--- src/sv/rte_pkg.sv ---
// ----------------------------------------------------------------------------
// rte_pkg
// Shared types and constants of the record table engine.
// ----------------------------------------------------------------------------
package rte_pkg;

  localparam int unsigned TABLE_DEPTH = 16;
  localparam int unsigned RESULT_CAP  = 16;
  localparam int unsigned VIEW_MAX    = (TABLE_DEPTH < RESULT_CAP) ? TABLE_DEPTH : RESULT_CAP;
  localparam int unsigned IDX_W       = $clog2(TABLE_DEPTH);
  localparam int unsigned CNT_W       = $clog2(TABLE_DEPTH + 1);

  localparam int unsigned CMD_W    = 3;
  localparam int unsigned STATUS_W = 2;
  localparam int unsigned POS_W    = 4;
  localparam int unsigned COUNT_W  = 5;

  localparam logic [CMD_W-1:0] CMD_APPEND  = 3'd0;
  localparam logic [CMD_W-1:0] CMD_PREPEND = 3'd1;
  localparam logic [CMD_W-1:0] CMD_FIND    = 3'd2;
  localparam logic [CMD_W-1:0] CMD_REMOVE  = 3'd3;
  localparam logic [CMD_W-1:0] CMD_SORT    = 3'd4;
  localparam logic [CMD_W-1:0] CMD_VIEW    = 3'd5;

  localparam logic [STATUS_W-1:0] ST_OK        = 2'd0;
  localparam logic [STATUS_W-1:0] ST_NOT_FOUND = 2'd1;
  localparam logic [STATUS_W-1:0] ST_FULL      = 2'd2;
  localparam logic [STATUS_W-1:0] ST_EMPTY     = 2'd3;

  typedef struct packed {
    logic [31:0] id;
    logic [15:0] score;
    logic [7:0]  cls;
    logic [63:0] name;
  } record_t;

endpackage

--- src/sv/record_table_engine.sv ---
// ----------------------------------------------------------------------------
// record_table_engine
// Packed table of records with append, prepend, find, remove, stable
// descending sort by score and an in-order view.
// ----------------------------------------------------------------------------
// usage:
//   input channel: in_valid_i / in_stall_o with cmd_i and the entry fields;
//   an item is taken when in_valid_i is high and in_stall_o is low.
//   output channel: out_valid_o / out_stall_i; every command gives one
//   result with last_o set, a non-empty view gives one result per entry.
// the table memory has one read and one write port, and each move of an
// entry is a read then a write. append, a full table, an empty view and
// the unused codes are answered straight from the idle state; prepend
// shifts every entry up by one place, find scans from the front, remove
// shifts the entries behind the match down, sort is an insertion sort,
// and view reads and emits one entry at a time.
// in_stall_o stays high from the taken item until its last result sits in
// the output register, so the next item is taken only once the last one
// is through. a stalled receiver holds the sequencer in place.
// reset clears the entry count and the output valid; table contents are
// not cleared and need no clearing pass.
// ----------------------------------------------------------------------------
module record_table_engine (
  input  logic        clk_i,
  input  logic        rst_ni,
  input  logic        in_valid_i,
  output logic        in_stall_o,
  input  logic [2:0]  cmd_i,
  input  logic [31:0] entry_id_i,
  input  logic [15:0] entry_score_i,
  input  logic [7:0]  entry_class_i,
  input  logic [63:0] entry_name_i,
  output logic        out_valid_o,
  input  logic        out_stall_i,
  output logic [1:0]  status_o,
  output logic [3:0]  position_o,
  output logic [31:0] out_id_o,
  output logic [15:0] out_score_o,
  output logic [7:0]  out_class_o,
  output logic [63:0] out_name_o,
  output logic [4:0]  count_o,
  output logic        last_o
);

  localparam int unsigned CNT_W = rte_pkg::CNT_W;
  localparam int unsigned IDX_W = rte_pkg::IDX_W;

  localparam logic [3:0] S_IDLE  = 4'd0;
  localparam logic [3:0] S_PRE   = 4'd1;
  localparam logic [3:0] S_PREWR = 4'd2;
  localparam logic [3:0] S_FRD   = 4'd3;
  localparam logic [3:0] S_FCMP  = 4'd4;
  localparam logic [3:0] S_RM    = 4'd5;
  localparam logic [3:0] S_RMWR  = 4'd6;
  localparam logic [3:0] S_SI    = 4'd7;
  localparam logic [3:0] S_SKEY  = 4'd8;
  localparam logic [3:0] S_SJ    = 4'd9;
  localparam logic [3:0] S_SCMP  = 4'd10;
  localparam logic [3:0] S_SPUT  = 4'd11;
  localparam logic [3:0] S_VRD   = 4'd12;
  localparam logic [3:0] S_VOUT  = 4'd13;
  localparam logic [3:0] S_RESP  = 4'd14;

  rte_pkg::record_t mem [rte_pkg::TABLE_DEPTH];
  rte_pkg::record_t rd_q, key_q, in_q, in_rec;

  logic [3:0]                  state_q, state_d;
  logic [CNT_W-1:0]            count_q, count_d;
  logic [CNT_W-1:0]            ptr_q, ptr_d;
  logic [IDX_W-1:0]            j_q, j_d;
  logic [rte_pkg::CMD_W-1:0]   cmd_q;
  logic [rte_pkg::STATUS_W-1:0] resp_status_q, resp_status_d;
  logic [CNT_W-1:0]            resp_pos_q, resp_pos_d;
  logic                        key_load;

  logic                        mem_we, mem_re;
  logic [IDX_W-1:0]            mem_waddr, mem_raddr;
  rte_pkg::record_t            mem_wdata;

  logic                        accept, slot_free, out_load, view_load, view_last;
  logic [CNT_W-1:0]            view_n, ptr_inc, ptr_dec;

  logic                        out_valid_q;
  logic [rte_pkg::STATUS_W-1:0] status_q;
  logic [CNT_W-1:0]            pos_q;
  logic [CNT_W-1:0]            cnt_out_q;
  rte_pkg::record_t            out_rec_q;
  logic                        last_q;

  assign in_rec    = '{id: entry_id_i, score: entry_score_i, cls: entry_class_i,
                       name: entry_name_i};
  assign in_stall_o = (state_q != S_IDLE);
  assign accept    = in_valid_i && !in_stall_o;
  assign slot_free = !out_valid_q || !out_stall_i;
  assign ptr_inc   = ptr_q + CNT_W'(1);
  assign ptr_dec   = ptr_q - CNT_W'(1);
  assign view_n    = (count_q > CNT_W'(rte_pkg::VIEW_MAX)) ? CNT_W'(rte_pkg::VIEW_MAX) : count_q;
  assign view_last = (ptr_inc == view_n);

  always_comb begin
    state_d       = state_q;
    count_d       = count_q;
    ptr_d         = ptr_q;
    j_d           = j_q;
    resp_status_d = resp_status_q;
    resp_pos_d    = resp_pos_q;
    key_load      = 1'b0;
    mem_we        = 1'b0;
    mem_waddr     = ptr_q[IDX_W-1:0];
    mem_wdata     = rd_q;
    mem_re        = 1'b0;
    mem_raddr     = ptr_q[IDX_W-1:0];
    out_load      = 1'b0;
    view_load     = 1'b0;
    unique case (state_q)
      S_IDLE: begin
        if (accept) begin
          resp_status_d = rte_pkg::ST_OK;
          resp_pos_d    = '0;
          ptr_d         = '0;
          state_d       = S_RESP;
          unique case (cmd_i) inside
            rte_pkg::CMD_APPEND: begin
              if (count_q == CNT_W'(rte_pkg::TABLE_DEPTH)) begin
                resp_status_d = rte_pkg::ST_FULL;
              end else begin
                mem_we    = 1'b1;
                mem_waddr = count_q[IDX_W-1:0];
                mem_wdata = in_rec;
                count_d   = count_q + CNT_W'(1);
              end
            end
            rte_pkg::CMD_PREPEND: begin
              if (count_q == CNT_W'(rte_pkg::TABLE_DEPTH)) begin
                resp_status_d = rte_pkg::ST_FULL;
              end else begin
                ptr_d   = count_q;
                state_d = S_PRE;
              end
            end
            rte_pkg::CMD_FIND, rte_pkg::CMD_REMOVE: begin
              state_d = S_FRD;
            end
            rte_pkg::CMD_SORT: begin
              ptr_d   = CNT_W'(1);
              state_d = S_SI;
            end
            rte_pkg::CMD_VIEW: begin
              if (count_q == '0) begin
                resp_status_d = rte_pkg::ST_EMPTY;
              end else begin
                state_d = S_VRD;
              end
            end
            default: ;
          endcase
        end
      end
      S_PRE: begin
        if (ptr_q == '0) begin
          mem_we    = 1'b1;
          mem_waddr = '0;
          mem_wdata = in_q;
          count_d   = count_q + CNT_W'(1);
          state_d   = S_RESP;
        end else begin
          mem_re    = 1'b1;
          mem_raddr = ptr_dec[IDX_W-1:0];
          state_d   = S_PREWR;
        end
      end
      S_PREWR: begin
        mem_we  = 1'b1;
        ptr_d   = ptr_dec;
        state_d = S_PRE;
      end
      S_FRD: begin
        if (ptr_q == count_q) begin
          resp_status_d = rte_pkg::ST_NOT_FOUND;
          state_d       = S_RESP;
        end else begin
          mem_re  = 1'b1;
          state_d = S_FCMP;
        end
      end
      S_FCMP: begin
        if (rd_q.id == in_q.id) begin
          if (cmd_q == rte_pkg::CMD_FIND) begin
            resp_pos_d = ptr_q;
            state_d    = S_RESP;
          end else begin
            state_d = S_RM;
          end
        end else begin
          ptr_d   = ptr_inc;
          state_d = S_FRD;
        end
      end
      S_RM: begin
        if (ptr_inc >= count_q) begin
          count_d = count_q - CNT_W'(1);
          state_d = S_RESP;
        end else begin
          mem_re    = 1'b1;
          mem_raddr = ptr_inc[IDX_W-1:0];
          state_d   = S_RMWR;
        end
      end
      S_RMWR: begin
        mem_we  = 1'b1;
        ptr_d   = ptr_inc;
        state_d = S_RM;
      end
      S_SI: begin
        if (ptr_q >= count_q) begin
          state_d = S_RESP;
        end else begin
          mem_re  = 1'b1;
          j_d     = ptr_q[IDX_W-1:0];
          state_d = S_SKEY;
        end
      end
      S_SKEY: begin
        key_load = 1'b1;
        state_d  = S_SJ;
      end
      S_SJ: begin
        if (j_q == '0) begin
          state_d = S_SPUT;
        end else begin
          mem_re    = 1'b1;
          mem_raddr = j_q - IDX_W'(1);
          state_d   = S_SCMP;
        end
      end
      S_SCMP: begin
        if (key_q.score > rd_q.score) begin
          mem_we    = 1'b1;
          mem_waddr = j_q;
          j_d       = j_q - IDX_W'(1);
          state_d   = S_SJ;
        end else begin
          state_d = S_SPUT;
        end
      end
      S_SPUT: begin
        mem_we    = 1'b1;
        mem_waddr = j_q;
        mem_wdata = key_q;
        ptr_d     = ptr_inc;
        state_d   = S_SI;
      end
      S_VRD: begin
        mem_re  = 1'b1;
        state_d = S_VOUT;
      end
      S_VOUT: begin
        if (slot_free) begin
          view_load = 1'b1;
          if (view_last) begin
            state_d = S_IDLE;
          end else begin
            ptr_d   = ptr_inc;
            state_d = S_VRD;
          end
        end
      end
      S_RESP: begin
        if (slot_free) begin
          out_load = 1'b1;
          state_d  = S_IDLE;
        end
      end
      default: state_d = S_IDLE;
    endcase
  end

  // table memory, one write and one registered read port
  always_ff @(posedge clk_i) begin
    if (mem_we) begin
      mem[mem_waddr] <= mem_wdata;
    end
    if (mem_re) begin
      rd_q <= mem[mem_raddr];
    end
  end

  always_ff @(posedge clk_i) begin
    if (accept) begin
      in_q  <= in_rec;
      cmd_q <= cmd_i;
    end
    if (key_load) begin
      key_q <= rd_q;
    end
    resp_status_q <= resp_status_d;
    resp_pos_q    <= resp_pos_d;
    j_q           <= j_d;
    ptr_q         <= ptr_d;
  end

  always_ff @(posedge clk_i or negedge rst_ni) begin
    if (!rst_ni) begin
      state_q <= S_IDLE;
      count_q <= '0;
    end else begin
      state_q <= state_d;
      count_q <= count_d;
    end
  end

  always_ff @(posedge clk_i or negedge rst_ni) begin
    if (!rst_ni) begin
      out_valid_q <= 1'b0;
    end else if (out_load || view_load) begin
      out_valid_q <= 1'b1;
    end else if (!out_stall_i) begin
      out_valid_q <= 1'b0;
    end
  end

  always_ff @(posedge clk_i) begin
    if (out_load) begin
      status_q  <= resp_status_q;
      pos_q     <= resp_pos_q;
      cnt_out_q <= count_q;
      out_rec_q <= '0;
      last_q    <= 1'b1;
    end else if (view_load) begin
      status_q  <= rte_pkg::ST_OK;
      pos_q     <= ptr_q;
      cnt_out_q <= count_q;
      out_rec_q <= rd_q;
      last_q    <= view_last;
    end
  end

  assign out_valid_o = out_valid_q;
  assign status_o    = status_q;
  assign position_o  = rte_pkg::POS_W'(pos_q);
  assign out_id_o    = out_rec_q.id;
  assign out_score_o = out_rec_q.score;
  assign out_class_o = out_rec_q.cls;
  assign out_name_o  = out_rec_q.name;
  assign count_o     = rte_pkg::COUNT_W'(cnt_out_q);
  assign last_o      = last_q;

endmodule

--- config.mk ---
export PLATFORM = sky130hd
export DESIGN_NAME = record_table_engine
export DESIGN_NICKNAME = d
export VERILOG_FILES = /design/src/sv/rte_pkg.sv /design/src/sv/record_table_engine.sv
export SDC_FILE = /design/constraint.sdc
export NUM_CORES = 2
export LEC_CHECK = 0
export BUFFER_PORTS_ARGS = -buffer_cell sky130_fd_sc_hd__buf_2
export CAP_MARGIN = 20
export CORE_MARGIN = 3
export CORE_UTILIZATION = 66
export DETAILED_ROUTE_END_ITERATION = 12
export GPL_TIMING_DRIVEN = 1
export PLACE_DENSITY_LB_ADDON = 0.05
export REMOVE_ABC_BUFFERS = 1
export SYNTH_ARGS = -nofsm -noshare
export SYNTH_HDL_FRONTEND = slang
export SYNTH_SLANG_ARGS = --single-unit
--- constraint.sdc ---
create_clock -name clk_i -period 44.1 [get_ports clk_i]
set_input_delay 0 -clock clk_i [delete_from_list [all_inputs] [get_ports clk_i]]
set_output_delay 0 -clock clk_i [all_outputs]
set_load 0.03 [all_outputs]
== After elaboration in Yosys (flattened, before gate mapping) ==
Memory sizes are Yosys's and may differ from the RTL's. A register that Yosys moved wholly into a read port is not among the register bits.
Cells that the tools add are included.
Storage, ports and cells
  memory bits (writable): 1920
  output and inout port bits: 134
  register bits after elaboration: 400
  input port bits: 127
  memories: 1
Cells by class
  mux-type cells: 84
  reduce and logical (&&, ||, !) cells: 28
  equal/unequal tests: 39
  $lt $le $gt $ge: 4
  add/subtract/negate cells: 5
Memories
  mem: depth 16, bits a word 120, read ports 1, clocked after memory_dff 1, wr ports 1, RTL line record_table_engine.sv:64  | rte_pkg::record_t mem [rte_pkg::TABLE_DEPTH];
Operator list (count)
  2-to-1 mux 120 bit: 4
  case mux 120 bit (3 select lines): 1
  2-to-1 mux 4 bit: 25
  2-to-1 mux 5 bit: 13
  case mux 4 bit (15 select lines): 1
  equality test 32 bit: 1
  case mux 4 bit (4 select lines): 2
  equality test 4 bit (second input constant): 7
  inequality test 2 bit (second input constant): 14
  case mux 5 bit (5 select lines): 1
  2-to-1 mux 1 bit: 19
  equality test 4 x 3 -> 1 bit (second input constant): 4
  > comparator 16 bit: 1
  2-to-1 mux 2 bit: 8
  case mux 4 bit (2 select lines): 2
  case mux 5 bit (3 select lines): 1
  case mux 4 bit (3 select lines): 1
  adder 5 x 1 -> 5 bit (second input constant): 2
  equality test 5 bit: 2
  greater-or-equal comparator 5 bit: 2
  logical NOT 5 bit: 2
  case mux 5 bit (2 select lines): 1
  subtractor 5 x 1 -> 5 bit (second input constant): 2
  equality test 3 x 2 -> 1 bit (second input constant): 3
  27 further kinds: 41

== Longest topological paths before layout ==
  depth after elaboration: 7
  depth in mapped cells: 17

== Worst setup path after synthesis ==
OpenSTA, ideal clock, no wires.
  kind: register to register
  start: register state_q[1]
  end: register rd_q[0] (netlist name)
  required time: 43.092 ns
  period minus slack after synthesis: 15.797 ns
  setup time: 1.008 ns
  stages on the path, launching flop included: 5
  data arrival time: 14.789 ns
  buffers on the path: 3
  setup slack: 28.303 ns
  cell sequence: dfrtp_1 > clkbuf_1 > clkbuf_1 > clkbuf_1 > o311ai_0
On the way
  cells in the longest elaborated chain, start to end: 2
  elaborated cells between the ends (all ways): 8
  classes of those cells: 6 x eq/ne; 2 x mux
RTL lines
  start, declared: RTL line record_table_engine.sv:67  | logic [3:0] state_q, state_d;
  start signal, assigned: RTL line record_table_engine.sv:307  | state_q <= state_d;
  equality test 4 bit (tied with other cells): RTL line record_table_engine.sv:115  | unique case (state_q)
  case mux 1 bit (6 select lines) *: RTL line record_table_engine.sv:115
  net mem_re: RTL line record_table_engine.sv:76  | logic mem_we, mem_re;
The timed path passes the listed nets; every way through them passes the cells marked *.
A chain may end at the register's enable or synchronous reset.

== Worst setup path after layout ==
  start: register ptr_q[0]
  end: register rd_q[7] (netlist name)
On the way
  cells in the longest elaborated chain, start to end: 4
  elaborated cells between the ends (all ways): 15
  classes of those cells: 2 x add/sub; 2 x order compare; 1 x eq/ne; 9 x mux; 1 x reduce/logical
RTL lines
  start, declared: RTL line record_table_engine.sv:69  | logic [CNT_W-1:0] ptr_q, ptr_d;
  start signal, assigned: RTL line record_table_engine.sv:299  | ptr_q <= ptr_d;
  adder 5 x 1 -> 5 bit: RTL line record_table_engine.sv:95  | assign ptr_inc = ptr_q + CNT_W'(1);
  greater-or-equal comparator 5 bit: RTL line record_table_engine.sv:200  | if (ptr_inc >= count_q) begin
  2-to-1 mux 1 bit / 2-to-1 mux 4 bit (equally long branches): RTL line record_table_engine.sv:200
  case mux 1 bit (6 select lines) / case mux 4 bit (3 select lines) (equally long branches): RTL line record_table_engine.sv:115
Several ways; a longest one is shown, not always the timed one.

==> flow_results.org <==
** Place
- RePlAce Congestion :: 0.9092
- Instance area at placement :: 100500 µm²
- PortBufs :: 260
- Placed cell count :: 7821
- Once detailed placement completed, the half-perimeter wirelength came to 120.5 mm.

** Logic synthesis
- Counting flops with a built-in enable in the synthesized netlist gives 2309.
- Post-Synthesis Mean Instance Area :: 16.40 µm²
- Synth Flop Type :: edfxtp_1
- Synth async-reset ratio :: 0.4098%
- The synthesized design contains 2440 register bits.
- Synthesis produced 5938 cells.
- Count of different cell masters after synthesis :: 73
- Sequential cell area fraction in the yosys report :: 73.94%
- Cell area after synthesis :: 97390 µm²
- Yosys printed 0 warnings.

** Detailed routing
- WL/cell :: 29.94 µm
- DRC violations left :: 0
- The first TritonRoute pass finished after 9 iterations.
- Via/cell ratio :: 6.753
- The routed layout has 57546 vias.
- The routed design has 255.1 mm of wire.
- Number of nets with antenna violations after detailed routing :: 0
- Iteration-0 DRC Markers :: 6484

** STA
- The worst path uses 17.34% of the clock period.
- For the pin with the worst max-slew slack, the measured transition is 1207 ps.
- Setup violations, final :: 0
- Maximum clock frequency :: 0.1308 GHz
- Setup repair after global routing left no endpoint under its margin.
- The final hold violation count was 0.
- The final count of pins violating max slew was 0.
- The clock period could shrink to 7647 ps.
- In this run the tightest slew margin relative to its limit is 19.55%.
- Fin Clk Skew :: 31.80 ps
- Setup TNS Final :: 0 ps

** Floorplanning
- Die Outline Area :: 152200 µm²
- Core region area :: 146100 µm²
- For this configuration, the core starts out at a cell density of 66.66%.
- Measured along the y axis, the die boundary spans 390.1 µm.
- Number of placed I/O pins :: 261
- After floorplanning, the core was divided into 140 placement rows.
- Die X :: 390.1 µm

** Worst setup path
- Critical Path End Type :: flip-flop
- Maximum cell stage delay along the critical path :: 940 ps
- Required time at the worst-slack endpoint :: 44660 ps
- Element type at the critical path start :: flip-flop
- For the worst flop-to-flop path, the logic depth is 12.
- For flop-to-flop paths, the worst setup slack is 36450 ps.
- Beginning of the worst register-to-register path :: ptr_q[0]
- Crit path DAT :: 8210 ps
- Cells along the critical path :: inv_1 -> ha_1 -> ha_1 -> a2111o_1 -> a211oi_2 -> a2111o_2 -> buf_4 -> buf_4 -> buf_12 -> mux2_4 -> a2111oi_2 -> nand3_1
- Crit Reg-Reg Endpoint :: rd_q[7]
- Setup CP Type :: flip-flop to flip-flop
- The slowest stage of the critical path is the buf_4 cell.
- Largest fanout on the critical path :: 144

** Power and ir drop
- VDD sags by at most 0.1771 mV.
- In this run the static leakage power is 38.29 nW.
- Total power divided by cell area :: 89.35 nW/µm²

** Status
- Status :: complete, no violations

** Clocking
- At the later pin of the worst-skew pair, clock insertion delay measures 850 ps.
- CTS tree :: yes
- Number of sinks on the clock net :: 2440
- After clock tree synthesis, the repair step resized 0 gates.
- In this run, CTS created clock tree buffers numbering 234.
- Number of setup buffers added after CTS :: 0
- Maximum level of the CTS H-tree :: 4
- Clock transition at the registers of the reported paths :: 60 ps
- CTS root buffer :: clkbuf_16
- Max Root-Sink Buffers :: 3

** Global routing
- The number of antenna violations at the first check in global routing came to 1.
- First-pass GRT wire length :: 373.5 mm
- Entering global routing, the biggest net connects 145 pins.
- Total grt overflow :: 0
- Vias in the first global route :: 56339
- All-Layer GR Usage :: 33.44%

** Layout
- Net count of the finished layout :: 6553
- In the final layout, the share of cells above drive strength 1 is 16.96%.
- Non-Filler Instances :: 8521
- The area growth from synthesis to layout is 13.59%.
- After routing the design area is 110600 µm².
- 0 antenna diodes ended up in the layout.

** Min path
- Worst hold start :: cmd_i[2]
- The min-delay analysis places its worst path in the category primary input to flip-flop.
- For hold timing, the worst endpoint is cmd_q[2].
- Counting instances, the worst hold path has a depth of 2.

** Flow run
- Across the run, the number of max-cap violations was 0.
-- per-stage QoR --
| stage | hold slack, ps | setup slack (ps) | utilization, % | total power, mW |
|---|---|---|---|---|
| after floorplan | -295.6 | 8008 | - | 8.607 |
| after global placement | -123.4 | 36790 | 68.77 | 7.763 |
| after detailed placement | -117.5 | 36620 | 68.78 | 7.865 |
| after CTS | 5.475 | 36610 | 75.70 | 9.838 |
| after global routing | 69.16 | 36180 | 75.72 | 10.28 |
| final | 64.77 | 36450 | 75.72 | 9.885 |
-- kinds of logic after synthesis --
group / Yosys count / synth area share [%]
multiplexers: 964 / 10.66
XOR/XNOR: 50 / 0.4497
adder cells (fa/ha/maj): 35 / 0.4574
flip-flops: 2440 / 73.94
buffers and inverters: 430 / 1.998
AND/OR/NAND/NOR: 1285 / 6.180
AO/OA/AOI/OAI: 734 / 6.318
-- cell usage in the layout, fill, tap and decap left out, types with 120 or more instances in the layout --
master	Yosys	routed
nor3_1	385	374
a222oi_1	120	120
o22a_1	122	122
edfxtp_1	2309	2309
dlygate4sd3_1	0	250
a2111oi_2	120	120
a21oi_1	276	276
nand2_1	527	527
dfxtp_1	121	121
mux2_2	122	122
mux2i_1	722	722
nand3_1	137	134
buf_2	94	260
nor4_1	129	129
clkbuf_16	0	236
-- timing repair --
action                                  in CTS  in global routing
hold buffers                               250                  0
endpoints found under the hold margin     1957                  0
endpoints found under the setup margin       0                  0
-- routing by layer --
metal	part of all wire (%)	up-vias	GRT usage (%)
met4	2.8	0	9.539
li1	-	24435	-
met1	39	29231	48.73
met5	0	-	0
met2	47	3394	52.89
met3	11	486	5.851
-- power breakdown --
part	internal, mW	switching, mW
Combinational	1.41	2.80
Sequential	3.52	0.185
Clock	1.12	0.850
-- worst max-delay path by stage --
stage                  start      end  slack [ps]  cells past startpoint
finish              ptr_q[0]  rd_q[7]       36450                     12
global placement    ptr_q[0]  rd_q[4]       36790                     12
floorplan           ptr_q[0]  rd_q[0]        8010                      9
CTS                 ptr_q[0]  rd_q[7]       36610                     12
global route        ptr_q[0]  rd_q[7]       36180                     13
detailed placement  ptr_q[0]  rd_q[7]       36620                     12
-- state kept, by name (all words and copies together), names as in the netlist --
signal	flops
cmd_q	3
count_o	5
count_q	5
in_q	120
j_q	4
key_q	120
last_o	1
mem	1920
out_class_o	8
out_id_o	32
out_name_o	64
out_score_o	16
out_valid_o	1
pos_q	4
ptr_q	5
rd_q	120
resp_pos_q	4
resp_status_q	2
state_q	4
status_o	2
-- final cells by class --
cell class	instances	area [µm²]
well taps	1917	2399
flip-flops and latches	2440	72010
multi-input cells	3068	23670
fillers	8531	35470
inverters	32	125.1
clock buffers	313	6405
clock inverters	136	1212
repair buffers	615	4803
-- worst max-delay path: cells and delay by family (launching register included) --
| family | cells | cell delay [ps] |
|---|---|---|
| adder cells (fa/ha/maj) | 2 | 810 |
| AO/OA/AOI/OAI | 4 | 2140 |
| buffers and inverters | 4 | 2910 |
| AND/OR/NAND/NOR | 1 | 120 |
| multiplexers | 1 | 370 |
| flip-flops | 1 | 660 |
-- synth_stat cells, types with 7 or more instances --
cell type / instances / share of area (%)
o22a_1: 122 / 1.1
nand4_1: 12 / 0.077
mux2_2: 122 / 1.4
nand2b_1: 12 / 0.077
nor4_1: 129 / 0.83
xor2_1: 12 / 0.11
nand3_1: 137 / 0.70
mux2_4: 114 / 1.8
ha_1: 34 / 0.44
o21ai_0: 26 / 0.13
mux2i_1: 722 / 7.4
nand2_1: 527 / 2.0
nor3_1: 385 / 2.0
a2111oi_2: 120 / 1.9
dfrtp_1: 10 / 0.26
inv_1: 32 / 0.12
xnor2_1: 38 / 0.34
buf_6: 19 / 0.22
clkbuf_1: 260 / 1.0
a21oi_1: 276 / 1.4
a222oi_1: 120 / 1.2
and3_1: 7 / 0.045
buf_2: 94 / 0.48
o21a_1: 7 / 0.054
edfxtp_1: 2309 / 71
nor2_1: 36 / 0.14
nor2b_1: 9 / 0.058
dfxtp_1: 121 / 2.5
buf_4: 19 / 0.15
a21o_1: 9 / 0.069
a211oi_1: 7 / 0.054
Note: power is estimated with default switching activity, not from simulation.
